===== src/sv/wbre_pkg.sv =====
package wbre_pkg;

	localparam int ClassW = 5;

	localparam logic [ClassW-1:0] WB_OTHER     = 5'd0;
	localparam logic [ClassW-1:0] WB_CR        = 5'd1;
	localparam logic [ClassW-1:0] WB_LF        = 5'd2;
	localparam logic [ClassW-1:0] WB_NEWLINE   = 5'd3;
	localparam logic [ClassW-1:0] WB_EXTEND    = 5'd4;
	localparam logic [ClassW-1:0] WB_ZWJ       = 5'd5;
	localparam logic [ClassW-1:0] WB_RI        = 5'd6;
	localparam logic [ClassW-1:0] WB_FORMAT    = 5'd7;
	localparam logic [ClassW-1:0] WB_KATAKANA  = 5'd8;
	localparam logic [ClassW-1:0] WB_HEBREW    = 5'd9;
	localparam logic [ClassW-1:0] WB_ALETTER   = 5'd10;
	localparam logic [ClassW-1:0] WB_SQUOTE    = 5'd11;
	localparam logic [ClassW-1:0] WB_DQUOTE    = 5'd12;
	localparam logic [ClassW-1:0] WB_MIDNUMLET = 5'd13;
	localparam logic [ClassW-1:0] WB_MIDLETTER = 5'd14;
	localparam logic [ClassW-1:0] WB_MIDNUM    = 5'd15;
	localparam logic [ClassW-1:0] WB_NUMERIC   = 5'd16;
	localparam logic [ClassW-1:0] WB_EXTNUMLET = 5'd17;
	localparam logic [ClassW-1:0] WB_WSEGSPACE = 5'd18;

	localparam int QueueDepth = 2;
	localparam int QueuePtrW  = $clog2(QueueDepth);
	localparam int QueueCntW  = $clog2(QueueDepth + 1);

	typedef enum logic [1:0] {
		DEC_NONE  = 2'd0,
		DEC_KEEP  = 2'd1,
		DEC_BREAK = 2'd2
	} decision_t;

	// what the back end has to do with a queued transaction
	typedef enum logic [1:0] {
		OP_NONE,
		OP_BREAK,
		OP_PAIR
	} op_t;

	typedef struct packed {
		op_t               op;
		logic [ClassW-1:0] bb;
		logic [ClassW-1:0] b;
		logic [ClassW-1:0] c;
		logic              parity;
	} job_t;

endpackage


===== src/sv/word_boundary_rule_engine.sv =====
// Word boundary rule engine: one transaction per code point class or end-of-text mark, and
// exactly one decision per transaction, in order. A new transaction is taken every cycle
// while full is low; the front end updates the class history and parity as it accepts, a
// two-entry queue holds classified transactions, and the back end evaluates the boundary
// rules into a single output register. Each decision passes through a queue slot and then the
// output register; full rises only after the queue and the output register are both occupied.
module word_boundary_rule_engine (
	input  logic                        clk,
	input  logic                        arst_n,
	input  logic                        push,
	output logic                        full,
	input  logic                        kind,
	input  logic                        start_of_text,
	input  logic [wbre_pkg::ClassW-1:0] word_class,
	output logic                        empty,
	input  logic                        pop,
	output logic [1:0]                  decision
);
	import wbre_pkg::*;

	job_t front_job;
	job_t queue_job;
	logic accept;
	logic queue_empty;
	logic queue_take;

	assign accept = push && !full;

	wbre_front u_front (
		.clk           (clk),
		.arst_n        (arst_n),
		.accept        (accept),
		.kind          (kind),
		.start_of_text (start_of_text),
		.word_class    (word_class),
		.job           (front_job)
	);

	wbre_queue u_queue (
		.clk     (clk),
		.arst_n  (arst_n),
		.wr_en   (accept),
		.wr_data (front_job),
		.rd_en   (queue_take),
		.rd_data (queue_job),
		.full    (full),
		.empty   (queue_empty)
	);

	wbre_back u_back (
		.clk       (clk),
		.arst_n    (arst_n),
		.job       (queue_job),
		.job_valid (!queue_empty),
		.job_take  (queue_take),
		.empty     (empty),
		.pop       (pop),
		.decision  (decision)
	);

endmodule


===== src/sv/wbre_front.sv =====
module wbre_front (
	input  logic                    clk,
	input  logic                    arst_n,
	input  logic                    accept,
	input  logic                    kind,
	input  logic                    start_of_text,
	input  logic [wbre_pkg::ClassW-1:0] word_class,
	output wbre_pkg::job_t          job
);
	import wbre_pkg::*;

	logic [ClassW-1:0] cur_q;
	logic [ClassW-1:0] prev_q;
	logic              seen_q;
	logic              parity_q;

	always_comb begin
		job.op     = OP_NONE;
		job.bb     = prev_q;
		job.b      = cur_q;
		job.c      = word_class;
		job.parity = parity_q;
		if (kind) begin
			job.op = seen_q ? OP_BREAK : OP_NONE;
		end else if (!start_of_text && seen_q) begin
			job.op = OP_PAIR;
		end
	end

	always_ff @(posedge clk or negedge arst_n) begin
		if (!arst_n) begin
			cur_q    <= WB_OTHER;
			prev_q   <= WB_OTHER;
			seen_q   <= 1'b0;
			parity_q <= 1'b0;
		end else if (accept) begin
			if (kind) begin
				cur_q    <= WB_OTHER;
				prev_q   <= WB_OTHER;
				seen_q   <= 1'b0;
				parity_q <= 1'b0;
			end else if (start_of_text || !seen_q) begin
				// first code point of a text: drop history
				cur_q    <= word_class;
				prev_q   <= WB_OTHER;
				seen_q   <= 1'b1;
				parity_q <= 1'b0;
			end else begin
				prev_q   <= cur_q;
				cur_q    <= word_class;
				parity_q <= (cur_q == WB_RI && word_class == WB_RI) ? ~parity_q : 1'b0;
			end
		end
	end

endmodule


===== src/sv/wbre_queue.sv =====
module wbre_queue (
	input  logic           clk,
	input  logic           arst_n,
	input  logic           wr_en,
	input  wbre_pkg::job_t wr_data,
	input  logic           rd_en,
	output wbre_pkg::job_t rd_data,
	output logic           full,
	output logic           empty
);
	import wbre_pkg::*;

	job_t                 slot_q [QueueDepth];
	logic [QueuePtrW-1:0] wr_ptr_q;
	logic [QueuePtrW-1:0] rd_ptr_q;
	logic [QueueCntW-1:0] count_q;

	assign full    = (count_q == QueueCntW'(QueueDepth));
	assign empty   = (count_q == '0);
	assign rd_data = slot_q[rd_ptr_q];

	always_ff @(posedge clk) begin
		if (wr_en) begin
			slot_q[wr_ptr_q] <= wr_data;
		end
	end

	always_ff @(posedge clk or negedge arst_n) begin
		if (!arst_n) begin
			wr_ptr_q <= '0;
			rd_ptr_q <= '0;
			count_q  <= '0;
		end else begin
			if (wr_en) begin
				wr_ptr_q <= (wr_ptr_q == QueuePtrW'(QueueDepth - 1)) ? '0 : wr_ptr_q + 1'b1;
			end
			if (rd_en) begin
				rd_ptr_q <= (rd_ptr_q == QueuePtrW'(QueueDepth - 1)) ? '0 : rd_ptr_q + 1'b1;
			end
			if (wr_en && !rd_en) begin
				count_q <= count_q + 1'b1;
			end else if (rd_en && !wr_en) begin
				count_q <= count_q - 1'b1;
			end
		end
	end

endmodule


===== src/sv/wbre_back.sv =====
module wbre_back (
	input  logic           clk,
	input  logic           arst_n,
	input  wbre_pkg::job_t job,
	input  logic           job_valid,
	output logic           job_take,
	output logic           empty,
	input  logic           pop,
	output logic [1:0]     decision
);
	import wbre_pkg::*;

	logic      out_valid_q;
	decision_t out_q;
	decision_t rule;
	logic      ah_bb, ah_b, ah_c;

	assign ah_bb = (job.bb inside {WB_ALETTER, WB_HEBREW});
	assign ah_b  = (job.b inside {WB_ALETTER, WB_HEBREW});
	assign ah_c  = (job.c inside {WB_ALETTER, WB_HEBREW});

	// first matching rule wins
	always_comb begin
		rule = DEC_BREAK;
		if (job.b == WB_CR && job.c == WB_LF) begin
			rule = DEC_KEEP;
		end else if ((job.b inside {WB_CR, WB_LF, WB_NEWLINE})
				|| (job.c inside {WB_CR, WB_LF, WB_NEWLINE})) begin
			rule = DEC_BREAK;
		end else if (job.b == WB_WSEGSPACE && job.c == WB_WSEGSPACE) begin
			rule = DEC_KEEP;
		end else if (ah_b && ah_c) begin
			rule = DEC_KEEP;
		end else if (ah_bb && (job.b inside {WB_MIDLETTER, WB_MIDNUMLET, WB_SQUOTE}) && ah_c) begin
			rule = DEC_KEEP;
		end else if (job.b == WB_HEBREW && job.c == WB_SQUOTE) begin
			rule = DEC_KEEP;
		end else if (job.bb == WB_HEBREW && job.b == WB_DQUOTE && job.c == WB_HEBREW) begin
			rule = DEC_KEEP;
		end else if ((job.b == WB_NUMERIC || ah_b) && (job.c == WB_NUMERIC || ah_c)) begin
			rule = DEC_KEEP;
		end else if (job.bb == WB_NUMERIC && (job.b inside {WB_MIDNUM, WB_MIDNUMLET, WB_SQUOTE})
				&& job.c == WB_NUMERIC) begin
			rule = DEC_KEEP;
		end else if (job.b == WB_KATAKANA && job.c == WB_KATAKANA) begin
			rule = DEC_KEEP;
		end else if ((ah_b || (job.b inside {WB_NUMERIC, WB_KATAKANA, WB_EXTNUMLET}))
				&& job.c == WB_EXTNUMLET) begin
			rule = DEC_KEEP;
		end else if (job.b == WB_EXTNUMLET && (ah_c || (job.c inside {WB_NUMERIC, WB_KATAKANA}))) begin
			rule = DEC_KEEP;
		end else if (job.b == WB_RI && job.c == WB_RI) begin
			rule = job.parity ? DEC_BREAK : DEC_KEEP;
		end
	end

	assign job_take = job_valid && (!out_valid_q || pop);
	assign empty    = !out_valid_q;
	assign decision = out_q;

	always_ff @(posedge clk) begin
		if (job_take) begin
			case (job.op)
				OP_NONE:  out_q <= DEC_NONE;
				OP_BREAK: out_q <= DEC_BREAK;
				OP_PAIR:  out_q <= rule;
				default:  out_q <= DEC_NONE;
			endcase
		end
	end

	always_ff @(posedge clk or negedge arst_n) begin
		if (!arst_n) begin
			out_valid_q <= 1'b0;
		end else if (job_take) begin
			out_valid_q <= 1'b1;
		end else if (pop) begin
			out_valid_q <= 1'b0;
		end
	end

endmodule

===== config.mk =====
export PLATFORM = sky130hd
export DESIGN_NAME = word_boundary_rule_engine
export DESIGN_NICKNAME = d
export VERILOG_FILES = /design/src/sv/wbre_pkg.sv /design/src/sv/word_boundary_rule_engine.sv /design/src/sv/wbre_front.sv /design/src/sv/wbre_queue.sv /design/src/sv/wbre_back.sv
export SDC_FILE = /design/constraint.sdc
export NUM_CORES = 1
export LEC_CHECK = 0
export ABC_AREA = 1
export ABC_CLOCK_PERIOD_IN_PS = 2000
export BUFFER_PORTS_ARGS = -buffer_cell sky130_fd_sc_hd__buf_2
export CELL_PAD_IN_SITES_DETAIL_PLACEMENT = 1
export CELL_PAD_IN_SITES_GLOBAL_PLACEMENT = 2
export CORE_MARGIN = 4
export CORE_UTILIZATION = 33
export CTS_BUF_LIST = sky130_fd_sc_hd__clkbuf_16
export CTS_CLUSTER_SIZE = 30
export DETAILED_ROUTE_END_ITERATION = 8
export HOLD_SLACK_MARGIN = 0.06
export PLACE_DENSITY = 0.85
export SYNTH_ARGS = -nofsm -noshare
export SYNTH_HDL_FRONTEND = slang
export SYNTH_SLANG_ARGS = --single-unit

===== constraint.sdc =====
create_clock -name clk -period 2 [get_ports clk]
set_clock_uncertainty 0.2 [all_clocks]
set_input_delay 0.4 -clock clk [delete_from_list [all_inputs] [get_ports clk]]
set_output_delay 0.4 -clock clk [all_outputs]
set_load 0.02 [all_outputs]

==> summary.txt <==
Min path
  • Path category of the worst min-delay check: in -> reg

Timing
  • Final Hold Vio Count: 0
  • Worst-case headroom to the max-slew limit: 72.6%
  • Unrepaired setup endpoints after global routing: yes
  • Final critical-path required period: 1.98 ns
  • Final period util: 99.0%
  • Least-Margin Pin Slew: 0.411 ns
  • Setup Viol. Count Final: 0
  • Maximum frequency from static timing analysis: 0.505 GHz
  • Final Max Tran Viols: 0

Finish
  • Layout cell share with drive strength beyond 1: 19.1%
  • Final instance area: 3310 um^2
  • Number of nets in the layout: 380
  • Storage cell area: 1570 um^2
  • Multi-input logic area: 976 um^2
  • Fill cell instance count of the final layout: 936
  • Area growth from synthesis to layout: 21.6%
  • Antenna cell count: 0
  • End-of-flow core utilization: 42.0%

Floorplan
  • Initial cell density of the core: 34.5%
  • Site row count: 32
  • Horizontal extent of the die: 98.8 um
  • Vertical die dimension: 98.8 um
  • I/O pin count: 15
  • Core Box Area: 7890 um^2
  • Die Outline Area: 9770 um^2

Setup path
  • Peak fanout along the critical path: 18
  • Worst path required time: 1.86 ns
  • Setup crit end kind: flop
  • Critical Path Start Type: flop
  • Critical path start-end classification: reg -> reg
  • CP arrival: 1.84 ns

Place
  • Placer's final routability congestion estimate: 0.828
  • Count of input and output buffers: 14
  • Placed wire-length estimate: 5160 um
  • Cell area after placement: 3030 um^2

Clocking
  • Maximum buffer depth of the clock tree: 2
  • Post CTS Setup Buffer Count: 0
  • Clock Tree Root: sky130_fd_sc_hd__clkbuf_16
  • H-tree depth: 2
  • Number of buffers created by CTS: 5
  • Clock network latency to the later pin of the worst-skew pair: 0.29 ns
  • Clock-pin slew of the registers on the worst-case setup and hold paths: 0.08 ns
  • Clock tree from TritonCTS: built
  • Clock sink count: 55

Power and ir drop
  • Worst vdd ir: 834 uV
  • Cell leakage power: 0.00161 uW
  • PwrDens: 1450 nW/um^2

Yosys
  • Warnings, synthesis: 0
  • Part of the Yosys area used for sequential elements: 57.5%
  • Count of unique library cells instantiated by Yosys: 21
  • Mean instance size in the synthesized netlist: 8.25 um^2
  • Async set-reset flop share out of synthesis: 30.9%
  • Syn Nets: 344
  • Synthesized instance count: 330
  • Commonest register cell after synthesis: sky130_fd_sc_hd__edfxtp_1
  • Top cell type's share of synthesized area: 41.9%
  • Number of enable-type register cells in the synthesized netlist: 38
  • Post-synth design cell area: 2720 um^2
  • Cell with the most instances after synthesis: sky130_fd_sc_hd__nand2_1
  • Most frequent cells after synthesis: 129 x sky130_fd_sc_hd__nand2_1, 58 x sky130_fd_sc_hd__inv_1, 38 x sky130_fd_sc_hd__edfxtp_1
  • Synthesis-stage register bit count: 55
  • Post-synth top area cell: sky130_fd_sc_hd__edfxtp_1
  • Top post-synthesis cells by area: sky130_fd_sc_hd__edfxtp_1 42%, sky130_fd_sc_hd__nand2_1 18%, sky130_fd_sc_hd__dfrtp_1 16%

Routing
  • Via-to-Cell Ratio: 4.51
  • Routed length per instance: 14.0 um
  • Detailed Route Iter0 Violations: 86
  • Post-detailed-route count of antenna-violating nets: 0
  • Length of the first detailed-routing pass in iterations: 4
  • Remaining design rule violation count: 0
  • Final wirelength: 6550 um
  • Vias: 2114

GRT
  • Met2 capacity usage during global routing: 25.5%
  • Busiest layer in global routing: met2
  • Pin count of the biggest net entering global routing: 21
  • Wire length of the first global-routing pass: 11300 um
  • Met1 Use GR: 17.9%
  • Grt met3 use: 2.05%
  • Congestion Overflow GR: 0
  • Initial antenna violation count: 0
  • Via count of the first global-routing pass: 2367
  • Gr usage total: 14.4%

Flow run
  • Max-cap viol count: 0

Status
  • Outcome: finished clean
[logic make-up after synthesis]
| kind of cell | synth area share (%) |
|---|---|
| XOR/XNOR | 0.965 |
| AO/OA/AOI/OAI | 4.46 |
| adder cells (fa/ha/maj) | 1.38 |
| buffers and inverters | 9.37 |
| flip-flops | 57.5 |
| AND/OR/NAND/NOR | 26.3 |
[state kept, by name, summed over array words and instances (netlist names)]
name	cells
u_queue.slot_q	36
u_front.cur_q	5
u_front.prev_q	5
u_back.decision	2
u_queue.count_q	2
u_back.out_valid_q	1
u_front.parity_q	1
u_front.seen_q	1
u_queue.rd_ptr_q	1
u_queue.wr_ptr_q	1
[power by group]
group          leakage, uW  internal (uW)  switching (uW)
clock            0.0000776            484             420
combinational     0.000955            791            1340
sequential        0.000578           1610             172
[cells in the final DEF (no fill, tap or decap), types with 3 or more instances in the layout]
cell type / count
sky130_fd_sc_hd__inv_1: 58
sky130_fd_sc_hd__nand2_2: 14
sky130_fd_sc_hd__dfrtp_1: 16
sky130_fd_sc_hd__edfxtp_1: 38
sky130_fd_sc_hd__buf_2: 14
sky130_fd_sc_hd__nor2_2: 6
sky130_fd_sc_hd__buf_4: 15
sky130_fd_sc_hd__buf_6: 4
sky130_fd_sc_hd__a21oi_1: 3
sky130_fd_sc_hd__nand2_1: 114
sky130_fd_sc_hd__nand4_1: 4
sky130_fd_sc_hd__nand3_1: 12
sky130_fd_sc_hd__nor2_1: 27
sky130_fd_sc_hd__o21ai_0: 13
sky130_fd_sc_hd__clkbuf_16: 5
[final cells by class]
class	instances	area share, %
clock buffers	5	3.78
clock inverters	3	1.02
inverters	59	6.76
multi-input cells	210	29.5
flip-flops and latches	55	47.3
well taps	102	3.85
repair buffers	35	7.78
[worst max-delay path: stages, from the launching register on]
cell                      delay [ns]
sky130_fd_sc_hd__dfrtp_2        0.45
sky130_fd_sc_hd__buf_12         0.16
sky130_fd_sc_hd__buf_4          0.14
sky130_fd_sc_hd__nand2_2        0.08
sky130_fd_sc_hd__nand2_4        0.06
sky130_fd_sc_hd__nand3_2        0.09
sky130_fd_sc_hd__inv_1          0.05
sky130_fd_sc_hd__nand2_1        0.06
sky130_fd_sc_hd__nand2_2        0.05
sky130_fd_sc_hd__nand2_1        0.05
sky130_fd_sc_hd__nand2_1        0.05
sky130_fd_sc_hd__nor2_2         0.10
sky130_fd_sc_hd__nand3_1        0.09
sky130_fd_sc_hd__nand2_1        0.06
sky130_fd_sc_hd__inv_1          0.03
[what timing repair did]
item / CTS / global route
endpoints found under the setup margin: 2 / 2
pin swaps: 0 / 4
resized for setup: 19 / 17
endpoints found under the hold margin: 17 / 0
cloned: 1 / 0
hold buffers: 1 / 0
[per-stage QoR]
stage                     std cells  setup slack, ns  total power, uW  TNS [ns]  hold WS [ns]
final                           469           0.0204             4810         0        0.0947
after global routing            469           -0.120             5230    -0.239        0.0957
after CTS                       469         -0.00510             4790  -0.00510        0.0870
after detailed placement        459           -0.113             3710    -0.175         0.159
after global placement          459          -0.0999             3640    -0.159         0.157
after floorplan                 330         -0.00181             2990   -0.0326       -0.0956
[path summary, 6_finish.rpt]
kind	from	endpoint	slack, ns	cells past startpoint
min reg2reg	u_front.prev_q[2]	u_queue.slot_q[0][13]	0.29	0
max	u_queue.rd_ptr_q	u_back.decision[0]	0.02	14
max in group asynchronous	arst_n	u_queue.rd_ptr_q	0.92	2
min	pop	u_back.out_valid_q	0.09	2
max reg2reg	u_queue.rd_ptr_q	u_back.decision[0]	0.02	14
min in group asynchronous	arst_n	u_queue.count_q[1]	0.36	2
[per-layer routing]
| layer | wire (um) | vias to the layer above |
|---|---|---|
| li1 | - | 1087 |
| met1 | 2980 | 991 |
| met2 | 3300 | 24 |
| met3 | 104 | 12 |
| met4 | 171 | 0 |
| met5 | 0 | - |
(Power assumes the default switching activity.)
